## config.mk

```make
export PLATFORM = sky130hd
export DESIGN_NAME = horizontal_diffusion_stencil
export DESIGN_NICKNAME = d
export VERILOG_FILES = /design/src/hdl/hds_pkg.sv /design/src/hdl/hds_window.sv /design/src/hdl/hds_datapath.sv /design/src/hdl/horizontal_diffusion_stencil.sv
export VERILOG_INCLUDE_DIRS = /design/src /design/src/hdl
export SDC_FILE = /design/constraint.sdc
export NUM_CORES = 2
export LEC_CHECK = 0
export BUFFER_PORTS_ARGS = -buffer_cell sky130_fd_sc_hd__buf_4
export CELL_PAD_IN_SITES_DETAIL_PLACEMENT = 1
export CELL_PAD_IN_SITES_GLOBAL_PLACEMENT = 1
export CORE_ASPECT_RATIO = 0.9
export CORE_MARGIN = 2
export CORE_UTILIZATION = 52
export CTS_CLUSTER_SIZE = 8
export DETAILED_ROUTE_END_ITERATION = 6
export GPL_TIMING_DRIVEN = 0
export PLACE_DENSITY = 0.79
export SLEW_MARGIN = 40
export SYNTH_ARGS = -nofsm -noshare
export SYNTH_HDL_FRONTEND = slang
export SYNTH_HIERARCHICAL = 1
export SYNTH_SLANG_ARGS = --single-unit
```

## constraint.sdc

```tcl
create_clock -name clk -period 19.85 [get_ports clk]
set_input_delay 1.985 -clock clk [delete_from_list [all_inputs] [get_ports clk]]
set_output_delay 1.985 -clock clk [all_outputs]
set_load 0.1 [all_outputs]
```

## src/hdl/assert_macros.svh

```systemverilog
// Assertion macros shared by the RTL; they assume clk and rst_n in scope.
`ifndef ASSERT_MACROS_SVH
`define ASSERT_MACROS_SVH

// Same-cycle implication, masked while reset is asserted.
`define ASSERT_IMP(lbl, ante, cons, msg) \
    lbl: assert property (@(posedge clk) disable iff (!rst_n) (ante) |-> (cons)) \
        else $error(msg);

// Next-cycle implication, masked while reset is asserted.
`define ASSERT_NEXT(lbl, ante, cons, msg) \
    lbl: assert property (@(posedge clk) disable iff (!rst_n) (ante) |=> (cons)) \
        else $error(msg);

`endif

```

## src/hdl/hds_pkg.sv

```systemverilog
// Shared types and constants of the horizontal diffusion stencil.
package hds_pkg;

    localparam int SAMPLE_W  = 48;
    localparam int COEF_W    = 18;
    localparam int TAU_W     = 17;
    localparam int POS_W     = 10;
    localparam int KIND_W    = 3;
    localparam int ILEN_W    = 10;
    localparam int BW_W      = 4;
    localparam int CFG_IDX_W = 2;
    localparam int CFG_DATA_W = 10;
    localparam int FRAC_SH   = 18;              // tau/4 in Q.18
    localparam int LAP_W     = SAMPLE_W + 3;    // exact left - 2x + right
    localparam int MAG_W     = SAMPLE_W + 1;    // |lap| < 2^49
    localparam int LO_W      = FRAC_SH;
    localparam int HI_W      = MAG_W - LO_W;
    localparam int HIP_W     = HI_W + TAU_W;
    localparam int LOP_W     = LO_W + TAU_W;
    localparam int SUM_W     = SAMPLE_W + 2;

    localparam logic [ILEN_W-1:0] ILEN_RESET = ILEN_W'(64);
    localparam logic [BW_W-1:0]   BW_RESET   = BW_W'(2);

    typedef enum logic [KIND_W-1:0] {
        KIND_VELOCITY = 3'd0,
        KIND_DENSITY  = 3'd1,
        KIND_VAPOUR   = 3'd2,
        KIND_CLOUD    = 3'd3,
        KIND_RAIN     = 3'd4
    } kind_t;

    typedef enum logic [CFG_IDX_W-1:0] {
        CFG_INTERIOR_LENGTH = 2'd0,
        CFG_BOUNDARY_WIDTH  = 2'd1,
        CFG_MOIST_ENABLED   = 2'd2
    } cfg_index_t;

    typedef struct packed {
        logic [ILEN_W-1:0] interior_length;
        logic [BW_W-1:0]   boundary_width;
        logic              moist_enabled;
    } hds_cfg_t;

    // One interior point leaving the window stage.
    typedef struct packed {
        logic                       diffuse;
        logic signed [SAMPLE_W-1:0] left_val;
        logic signed [SAMPLE_W-1:0] center_val;
        logic signed [SAMPLE_W-1:0] right_val;
        logic [TAU_W-1:0]           tau;
        logic [POS_W-1:0]           position;
        logic [KIND_W-1:0]          kind;
        logic                       last;
    } hds_stage_t;

    typedef struct packed {
        logic pos_zero;
        logic window_zero;
    } hds_win_status_t;

endpackage

```

## src/hdl/hds_window.sv

```systemverilog
// Sample window, row position counter and interior-point selection.
module hds_window
    import hds_pkg::*;
#(
    parameter int MAX_ROW = 1024
)
(
    input  logic                       clk,
    input  logic                       rst_n,
    input  logic                       advance,
    input  logic                       in_valid,
    input  logic [KIND_W-1:0]          kind,
    input  logic signed [SAMPLE_W-1:0] sample,
    input  logic signed [COEF_W-1:0]   coefficient,
    input  logic                       row_last,
    input  hds_cfg_t                   cfg,
    output logic                       stage_valid,
    output hds_stage_t                 stage,
    output hds_win_status_t            status
);

    localparam int PW = $clog2(MAX_ROW);
    localparam int CW = ((PW > ILEN_W + 1) ? PW : ILEN_W + 1) + 1;
    localparam logic [PW-1:0] POS_STOP = PW'(MAX_ROW - 1);

    logic signed [SAMPLE_W-1:0] left_reg, left_next;
    logic signed [SAMPLE_W-1:0] center_reg, center_next;
    logic [PW-1:0]              pos_reg, pos_next;
    logic                       stage_valid_reg, stage_valid_next;
    hds_stage_t                 stage_reg, stage_next;

    logic          accept;
    logic          kind_ok;
    logic          in_range;
    logic          interior;
    logic          emit;
    logic [CW-1:0] idx;
    logic [CW-1:0] last_pt;
    logic [CW-1:0] end_pt;
    logic [CW-1:0] rel;

    assign accept = advance && in_valid;

    always_comb
    begin
        kind_ok  = (kind <= KIND_RAIN) &&
                   (!(kind inside {[KIND_VAPOUR:KIND_RAIN]}) || cfg.moist_enabled);
        in_range = (pos_reg != '0) && (pos_reg < POS_STOP);
        idx      = CW'(pos_reg) - CW'(1);
        last_pt  = CW'(cfg.interior_length) + CW'(cfg.boundary_width);
        if (kind == KIND_VELOCITY)
        begin
            interior = (idx >= CW'(cfg.boundary_width)) && (idx <= last_pt);
            end_pt   = last_pt;
        end
        else
        begin
            interior = (idx >= CW'(cfg.boundary_width)) && (idx + CW'(1) <= last_pt);
            end_pt   = last_pt - CW'(1);
        end
        rel  = idx - CW'(cfg.boundary_width);
        emit = kind_ok && in_range && interior;
    end

    // window and counter move only on kept items
    always_comb
    begin
        left_next   = left_reg;
        center_next = center_reg;
        pos_next    = pos_reg;
        if (accept && kind_ok)
        begin
            if (row_last)
            begin
                left_next   = '0;
                center_next = '0;
                pos_next    = '0;
            end
            else
            begin
                left_next   = center_reg;
                center_next = sample;
                if (pos_reg < POS_STOP)
                    pos_next = pos_reg + PW'(1);
            end
        end
    end

    always_comb
    begin
        stage_valid_next = stage_valid_reg;
        stage_next       = stage_reg;
        if (advance)
        begin
            stage_valid_next      = in_valid && emit;
            stage_next.diffuse    = !coefficient[COEF_W-1] && (coefficient[TAU_W-1:0] != '0);
            stage_next.left_val   = left_reg;
            stage_next.center_val = center_reg;
            stage_next.right_val  = sample;
            stage_next.tau        = coefficient[TAU_W-1:0];
            stage_next.position   = rel[POS_W-1:0];
            stage_next.kind       = kind;
            stage_next.last       = (idx == end_pt);
        end
    end

    always_ff @(posedge clk or negedge rst_n)
    begin
        if (!rst_n)
        begin
            left_reg        <= '0;
            center_reg      <= '0;
            pos_reg         <= '0;
            stage_valid_reg <= 1'b0;
        end
        else
        begin
            left_reg        <= left_next;
            center_reg      <= center_next;
            pos_reg         <= pos_next;
            stage_valid_reg <= stage_valid_next;
        end
    end

    always_ff @(posedge clk)
    begin
        stage_reg <= stage_next;
    end

    assign stage_valid        = stage_valid_reg;
    assign stage              = stage_reg;
    assign status.pos_zero    = (pos_reg == '0);
    assign status.window_zero = (left_reg == '0) && (center_reg == '0);

endmodule

```

## src/hdl/hds_datapath.sv

```systemverilog
// Laplacian, split coefficient multiply, rounding and saturation stages.
module hds_datapath
    import hds_pkg::*;
(
    input  logic                       clk,
    input  logic                       rst_n,
    input  logic                       advance,
    input  logic                       stage_valid,
    input  hds_stage_t                 stage,
    output logic                       out_valid,
    output logic signed [SAMPLE_W-1:0] value_out,
    output logic [POS_W-1:0]           position,
    output logic [KIND_W-1:0]          kind_out,
    output logic                       last_of_row
);

    typedef struct packed {
        logic                       diffuse;
        logic                       neg;
        logic [HI_W-1:0]            mag_hi;
        logic [LO_W-1:0]            mag_lo;
        logic [TAU_W-1:0]           tau;
        logic signed [SAMPLE_W-1:0] center_val;
        logic [POS_W-1:0]           position;
        logic [KIND_W-1:0]          kind;
        logic                       last;
    } lap_t;

    typedef struct packed {
        logic                       diffuse;
        logic                       neg;
        logic [HIP_W-1:0]           prod_hi;
        logic [LOP_W-1:0]           prod_lo;
        logic signed [SAMPLE_W-1:0] center_val;
        logic [POS_W-1:0]           position;
        logic [KIND_W-1:0]          kind;
        logic                       last;
    } prod_t;

    typedef struct packed {
        logic signed [SAMPLE_W-1:0] value;
        logic [POS_W-1:0]           position;
        logic [KIND_W-1:0]          kind;
        logic                       last;
    } res_t;

    localparam logic [LOP_W-1:0] HALF_LSB = LOP_W'(1) << (FRAC_SH - 1);

    logic  s1_valid_reg, s2_valid_reg, out_valid_reg;
    lap_t  s1_reg, s1_next;
    prod_t s2_reg, s2_next;
    res_t  out_reg, out_next;

    logic signed [LAP_W-1:0] lap;
    logic [LAP_W-1:0]        mag_full;
    logic [MAG_W-1:0]        mag;
    logic [MAG_W-1:0]        delta;
    logic signed [SUM_W-1:0] sum;

    // stage 1: exact laplacian and its magnitude
    always_comb
    begin
        lap = LAP_W'($signed(stage.left_val)) - (LAP_W'($signed(stage.center_val)) <<< 1)
              + LAP_W'($signed(stage.right_val));
        mag_full = lap[LAP_W-1] ? (~lap + LAP_W'(1)) : lap;
        mag      = mag_full[MAG_W-1:0];
        s1_next.diffuse    = stage.diffuse;
        s1_next.neg        = lap[LAP_W-1];
        s1_next.mag_hi     = mag[MAG_W-1:LO_W];
        s1_next.mag_lo     = mag[LO_W-1:0];
        s1_next.tau        = stage.tau;
        s1_next.center_val = stage.center_val;
        s1_next.position   = stage.position;
        s1_next.kind       = stage.kind;
        s1_next.last       = stage.last;
    end

    // stage 2: two narrow partial products
    always_comb
    begin
        s2_next.diffuse    = s1_reg.diffuse;
        s2_next.neg        = s1_reg.neg;
        s2_next.prod_hi    = HIP_W'(s1_reg.mag_hi) * HIP_W'(s1_reg.tau);
        s2_next.prod_lo    = LOP_W'(s1_reg.mag_lo) * LOP_W'(s1_reg.tau);
        s2_next.center_val = s1_reg.center_val;
        s2_next.position   = s1_reg.position;
        s2_next.kind       = s1_reg.kind;
        s2_next.last       = s1_reg.last;
    end

    // stage 3: round half away from zero, add, saturate
    always_comb
    begin
        delta = MAG_W'(s2_reg.prod_hi) + MAG_W'((s2_reg.prod_lo + HALF_LSB) >> FRAC_SH);
        if (s2_reg.neg)
            sum = SUM_W'($signed(s2_reg.center_val)) - $signed({1'b0, delta});
        else
            sum = SUM_W'($signed(s2_reg.center_val)) + $signed({1'b0, delta});
        out_next.position = s2_reg.position;
        out_next.kind     = s2_reg.kind;
        out_next.last     = s2_reg.last;
        if (!s2_reg.diffuse)
            out_next.value = s2_reg.center_val;
        else if (sum[SUM_W-1:SAMPLE_W-1] == '0 || sum[SUM_W-1:SAMPLE_W-1] == '1)
            out_next.value = sum[SAMPLE_W-1:0];
        else if (sum[SUM_W-1])
            out_next.value = {1'b1, {(SAMPLE_W-1){1'b0}}};
        else
            out_next.value = {1'b0, {(SAMPLE_W-1){1'b1}}};
    end

    always_ff @(posedge clk or negedge rst_n)
    begin
        if (!rst_n)
        begin
            s1_valid_reg  <= 1'b0;
            s2_valid_reg  <= 1'b0;
            out_valid_reg <= 1'b0;
        end
        else if (advance)
        begin
            s1_valid_reg  <= stage_valid;
            s2_valid_reg  <= s1_valid_reg;
            out_valid_reg <= s2_valid_reg;
        end
    end

    always_ff @(posedge clk)
    begin
        if (advance)
        begin
            s1_reg  <= s1_next;
            s2_reg  <= s2_next;
            out_reg <= out_next;
        end
    end

    assign out_valid   = out_valid_reg;
    assign value_out   = out_reg.value;
    assign position    = out_reg.position;
    assign kind_out    = out_reg.kind;
    assign last_of_row = out_reg.last;

endmodule

```

## src/hdl/horizontal_diffusion_stencil.sv

```systemverilog
// Top level of the three-point horizontal diffusion stencil.
// Input channel (in_valid/in_ready): one grid sample per transfer, left to
// right along a row, with its field kind, the level coefficient and a
// row_last mark on the final sample of the row.
// Output channel (out_valid/out_ready): one diffused interior point per
// transfer with its interior index, kind and a last_of_row mark. Boundary
// points, dropped kinds and samples past the row's end give no transfer.
// Config channel (cfg_valid/cfg_ready): always ready; index 0 interior
// length, 1 boundary width, 2 moisture enable. Write only while idle.
// A point's result follows the transfer of the sample to its right
// through the four-register pipeline (window, laplacian, multiply,
// round/saturate). Throughput: one sample per cycle; the pipeline
// moves as one while the output register is empty or being taken.
// Receiver stall: the whole pipeline holds and in_ready drops, so the
// input side is held too; no result is lost.
// Reset: window and position clear to zero, registers load 64, 2 and 0,
// and the pipeline empties.
module horizontal_diffusion_stencil
    import hds_pkg::*;
#(
    parameter int MAX_ROW = 1024
)
(
    input  logic                         clk,
    input  logic                         rst_n,
    input  logic                         in_valid,
    output logic                         in_ready,
    input  logic [KIND_W-1:0]            kind,
    input  logic signed [SAMPLE_W-1:0]   sample,
    input  logic signed [COEF_W-1:0]     coefficient,
    input  logic                         row_last,
    output logic                         out_valid,
    input  logic                         out_ready,
    output logic signed [SAMPLE_W-1:0]   value_out,
    output logic [POS_W-1:0]             position,
    output logic [KIND_W-1:0]            kind_out,
    output logic                         last_of_row,
    input  logic                         cfg_valid,
    output logic                         cfg_ready,
    input  logic [CFG_IDX_W-1:0]         cfg_index,
    input  logic [CFG_DATA_W-1:0]        cfg_data
);

    hds_cfg_t        cfg_reg, cfg_next;
    hds_stage_t      stage;
    hds_win_status_t win_status;
    logic            stage_valid;
    logic            advance;

    // pipeline moves when the output register is free or drains this cycle
    assign advance   = !out_valid || out_ready;
    assign in_ready  = advance;
    assign cfg_ready = 1'b1;

    // configuration registers; unmapped indexes are ignored
    always_comb
    begin
        cfg_next = cfg_reg;
        if (cfg_valid)
        begin
            case (cfg_index)
                CFG_INTERIOR_LENGTH: cfg_next.interior_length = cfg_data[ILEN_W-1:0];
                CFG_BOUNDARY_WIDTH:  cfg_next.boundary_width  = cfg_data[BW_W-1:0];
                CFG_MOIST_ENABLED:   cfg_next.moist_enabled   = cfg_data[0];
                default:             cfg_next = cfg_reg;
            endcase
        end
    end

    always_ff @(posedge clk or negedge rst_n)
    begin
        if (!rst_n)
        begin
            cfg_reg.interior_length <= ILEN_RESET;
            cfg_reg.boundary_width  <= BW_RESET;
            cfg_reg.moist_enabled   <= 1'b0;
        end
        else
        begin
            cfg_reg <= cfg_next;
        end
    end

    // window, position counter and point selection
    hds_window #(
        .MAX_ROW (MAX_ROW)
    ) u_window (
        .clk         (clk),
        .rst_n       (rst_n),
        .advance     (advance),
        .in_valid    (in_valid),
        .kind        (kind),
        .sample      (sample),
        .coefficient (coefficient),
        .row_last    (row_last),
        .cfg         (cfg_reg),
        .stage_valid (stage_valid),
        .stage       (stage),
        .status      (win_status)
    );

    // arithmetic stages and output register
    hds_datapath u_datapath (
        .clk         (clk),
        .rst_n       (rst_n),
        .advance     (advance),
        .stage_valid (stage_valid),
        .stage       (stage),
        .out_valid   (out_valid),
        .value_out   (value_out),
        .position    (position),
        .kind_out    (kind_out),
        .last_of_row (last_of_row)
    );

`include "assert_macros.svh"

    // a kept row end clears the window and restarts the count
    `ASSERT_NEXT(a_row_end_clears, in_valid && in_ready && row_last && (kind <= KIND_DENSITY), win_status.pos_zero && win_status.window_zero, "row end did not clear window")

    // an empty output register never blocks the input
    `ASSERT_IMP(a_empty_ready, !out_valid, in_ready, "input blocked with empty output")

    // only defined kinds ever reach the output
    `ASSERT_IMP(a_kind_legal, out_valid, kind_out <= KIND_RAIN, "undefined kind on output")

endmodule
```

Word-level counts from Yosys, hierarchy flattened
Index checks and enable logic that the tools add are counted.
Storage, ports and cells
  word-level logic and storage cells: 103
  output and inout bits: 65
  input bits: 87
  register bits: 640
Cells by class
  order comparisons: 6
  $add $sub $neg: 13
  muxes and demuxes: 11
  eq/ne operators: 4
  multiply operators: 2
  bitwise gates (word level): 1
  reduce and logical (&&, ||, !) cells: 27
Operator list (number)
  2-to-1 mux 48 bit: 5
  adder 50 x 48 -> 51 bit: 1
  adder 48 x 50 -> 50 bit: 1
  2-to-1 mux 50 bit: 1
  subtractor 48 x 49 -> 50 bit: 1
  subtractor 48 x 50 -> 50 bit: 1
  adder 48 x 31 -> 49 bit: 1
  adder 49 x 2 -> 49 bit (second input constant): 1
  2-to-1 mux 49 bit: 1
  NOT 49 bit: 1
  multiplier 31 x 17 -> 48 bit: 1
  adder 35 x 18 -> 36 bit (second input constant): 1
  multiplier 18 x 17 -> 35 bit: 1
  2-to-1 mux 10 bit: 2
  nonzero test 17 bit: 1
  adder 12 x 1 -> 12 bit (second input constant): 1
  == test 12 bit: 1
  greater-or-equal comparator 12 x 4 -> 1 bit: 1
  <= comparator 12 x 11 -> 1 bit: 1
  <= comparator 12 bit: 1
  2-to-1 mux 12 bit: 1
  subtractor 12 x 1 -> 12 bit (second input constant): 1
  adder 10 x 4 -> 11 bit: 1
  logical AND 1 bit: 11
  other kinds (17): 25

Longest topological paths before layout
  depth after elaboration: 8
  mapped depth: 37

Cells and area by module
Netlist, hierarchy kept.
By module, submodules not included
  hds_datapath: seq. area each 9744.3 um^2, area each 48104.9 um^2, times used 1, cells an instance 5249
  hds_window: seq. area each 7962.6 um^2, area each 11828.8 um^2, times used 1, cells an instance 934
  horizontal_diffusion_stencil: seq. area each 377.9 um^2, area each 603.1 um^2, times used 1, cells an instance 37

Worst setup path before layout
Ideal clock, no wire load.
  path type: in2reg
  start: in out_ready
  end: reg u_window.pos_reg[6]
  required time: 19.718 ns
  stages: 7
  data arrival time: 18.743 ns
  path slack: 0.975 ns
  path through: nand2b_1 -> o211ai_1 -> nor2_1 -> o2111a_1 -> and3_1 -> xnor2_1 -> nor2_1
On the way
  cells in the longest elaborated chain, start to end: 4
Ends and longest elaborated chain
  start: declaration: RTL line horizontal_diffusion_stencil.sv:33  | input logic out_ready,
  logical OR 1 bit: RTL line horizontal_diffusion_stencil.sv:51  | assign advance = !out_valid || out_ready;
  logical AND 1 bit: RTL line hds_window.sv:42  | assign accept = advance && in_valid;
  logical AND 1 bit: RTL line hds_window.sv:71  | if (accept && kind_ok)
  AND reduction 2 bit (no line)
  end signal: assignment: RTL line hds_window.sv:120  | pos_reg <= pos_next;
  end: declaration: RTL line hds_window.sv:28  | logic [PW-1:0] pos_reg, pos_next;
Every way passes these cells.
A chain may end at the register's enable or synchronous reset.

==> reports/metrics.cfg <==
[timing]
period_share_pct = 56.09
setup_slack_ns = 8.716
max_slew.worst_pin.slew_ns = 0.9600
hold_viol = 0
slew_headroom_pct = 36.00
rsz0062_at_grt = no
fin_skew_ns = 0.05389
setup_viol = 0
slew_violations = 0
fin_crit_ns = 11.13
timing.fmax_ghz = 0.08981

[drt]
wl_per_cell_um = 25.22
avgViaCountPerCell = 5.865
vias = 47020
ant_nets = 0
first_pass_iters = 6
drc = 0
dr.first_iter.drc_count = 4357
drt-total-wl_um = 202200

[place]
place_congestion = 0.9469
hpwlAfterDp_um = 159700
place_ws_ns = 9.227
port_buffers = 150
dp_cells = 7853

[clock_network]
clock_latency_ns = 0.72
cts_htree_levels = 3
ctsLongestPathBuffers = 3
cts_made_buffers = 90
holdBufCountCts = 0
path_clk_slew_ns = 0.08
cts_resized = 0
cts_tree = built
postCtsSetupBuffers = 0
cts-root-buf = clkbuf_16
cts.sinks = 623

[global_routing]
grt_pass1_wl_um = 307500
grt_start_max_net_pins = 67
first_global_vias = 50710
use_met3_pct = 6.836
grt_util_met1_pct = 46.86
gr-total-overflow = 0
antenna_found_initial = 22
gr-usage-met2_pct = 55.12
grtUsageTotal_pct = 34.45
busiest_layer = met2

[floorplanning]
die_w_um = 363.1
coreArea_um2 = 115000
die_area_um2 = 118800
die_h_um = 327.2
num_rows = 118
start_util_pct = 52.46
io_pins = 152

[synthesis]
synthCells = 6188
synthesis.area_um2 = 60340
yosysWarnings = 6
avgSynthCellArea_um2 = 9.751
synth_nets = 7380

[flow_run]
max_cap_viol_count = 0

[final_layout]
nNetsFinal = 7637
syn2layout_area_growth_pct = 10.09
final_cells = 8017
layout-drive-gt1-share_pct = 6.164
fillCellCount = 12870
largest_register_ffs = 176

[setup_path]
rr_worst_depth = 36
critPathRequiredTime_ns = 20.22
critPathKind = register to register
cp_slowest_cell = a2111oi_2
cp.arrival_ns = 11.51
cpPeakStageDelay_ns = 0.72
cp-start-kind = register
cp-end-kind = register
worstPathMaxFanout = 10

[worst_hold_path]
worstHoldPathCells = 0
min_path_type = register to register

[outcome]
outcome = complete, no violations

-- metrics by stage --
step	cell area, µm²	hold WS (ns)	utilization (%)	setup TNS, ns
6_report	66420	0.3865	57.75	0
5_1_grt	66400	0.3935	57.73	0
2_1_floorplan	60340	0.4003	-	0
3_5_place_dp	63690	0.4057	55.38	0
4_1_cts	66360	0.3920	57.70	0
3_3_place_gp	63340	0.4006	55.07	-816.09
-- layout make-up --
class                           instances  area (µm²)  share of cell area (%)
Antenna cell                           11       27.53                 0.04144
Buffer                                276        1120                   1.686
Clock buffer                          140        2440                   3.673
Clock inverter                         13       227.7                  0.3428
Inverter                              975        3660                   5.510
Multi-Input combinational cell       4314       37560                   56.55
Sequential cell                       623       18080                   27.23
Tap cell                             1500        1877                   2.826
Timing Repair Buffer                  165        1426                   2.147
-- metal layers --
layer | wire [µm] | up-vias
met4 | 7768 | 6
li1 | - | 20600
met5 | 34 | -
met1 | 83930 | 24240
met2 | 94010 | 1792
met3 | 16440 | 392
-- path summary, 6_finish.rpt --
| check | start | end | slack, ns |
|---|---|---|---|
| worst max-delay path | u_datapath/s2_reg[81] | u_datapath/value_out[41] | 8.72 |
| worst min-delay path | u_window/stage[16] | u_datapath/s1_reg[64] | 0.39 |
| worst max register to register | u_datapath/s2_reg[81] | u_datapath/value_out[41] | 8.72 |
| worst min register to register | u_window/stage[16] | u_datapath/s1_reg[64] | 0.39 |
| max in group asynchronous | rst_n | u_window/left_reg[5] | 17.88 |
| min in group asynchronous | rst_n | cfg_reg[13] | 1.21 |
-- layout by cell type (no fill, tap or decap), types with 10 or more instances in the layout --
master and n:
xnor2_1 225, nor2b_1 30, clkbuf_1 265, a31oi_1 32
nand4_1 55, a21oi_1 253, o211ai_1 30, nor4_1 18
o21a_1 40, nand3b_1 101, buf_12 13, clkbuf_16 90
a211oi_1 20, a211o_1 10, o21ai_0 171, buf_2 12
nand3_1 95, inv_1 973, edfxtp_1 498, o21bai_1 27
clkbuf_2 32, and2_1 268, fa_1 723, or2_2 12
diode_2 11, buf_1 12, o31ai_1 20, a21o_1 103
dfrtp_1 123, nor3_1 62, nor2_1 274, mux2_2 20
or3_1 23, and3_1 42, xor2_1 108, nand2_1 955
buf_4 153, nand2b_1 21, ha_1 382
-- worst max-delay path, delay by kind of cell (launching register included) --
kind | cells | cell delay, ns
buffers and inverters | 4 | 1.01
xor gates and xnor gates | 3 | 1.44
adders and majority gates | 2 | 0.51
and+or+nand+nor | 13 | 2.84
AOI/OAI and AO/OA | 14 | 4.44
DFF | 1 | 0.55
Power is left out: the tool's default activity adds up to more than one toggle a clock period on the data nets, which glitch-free logic cannot reach.
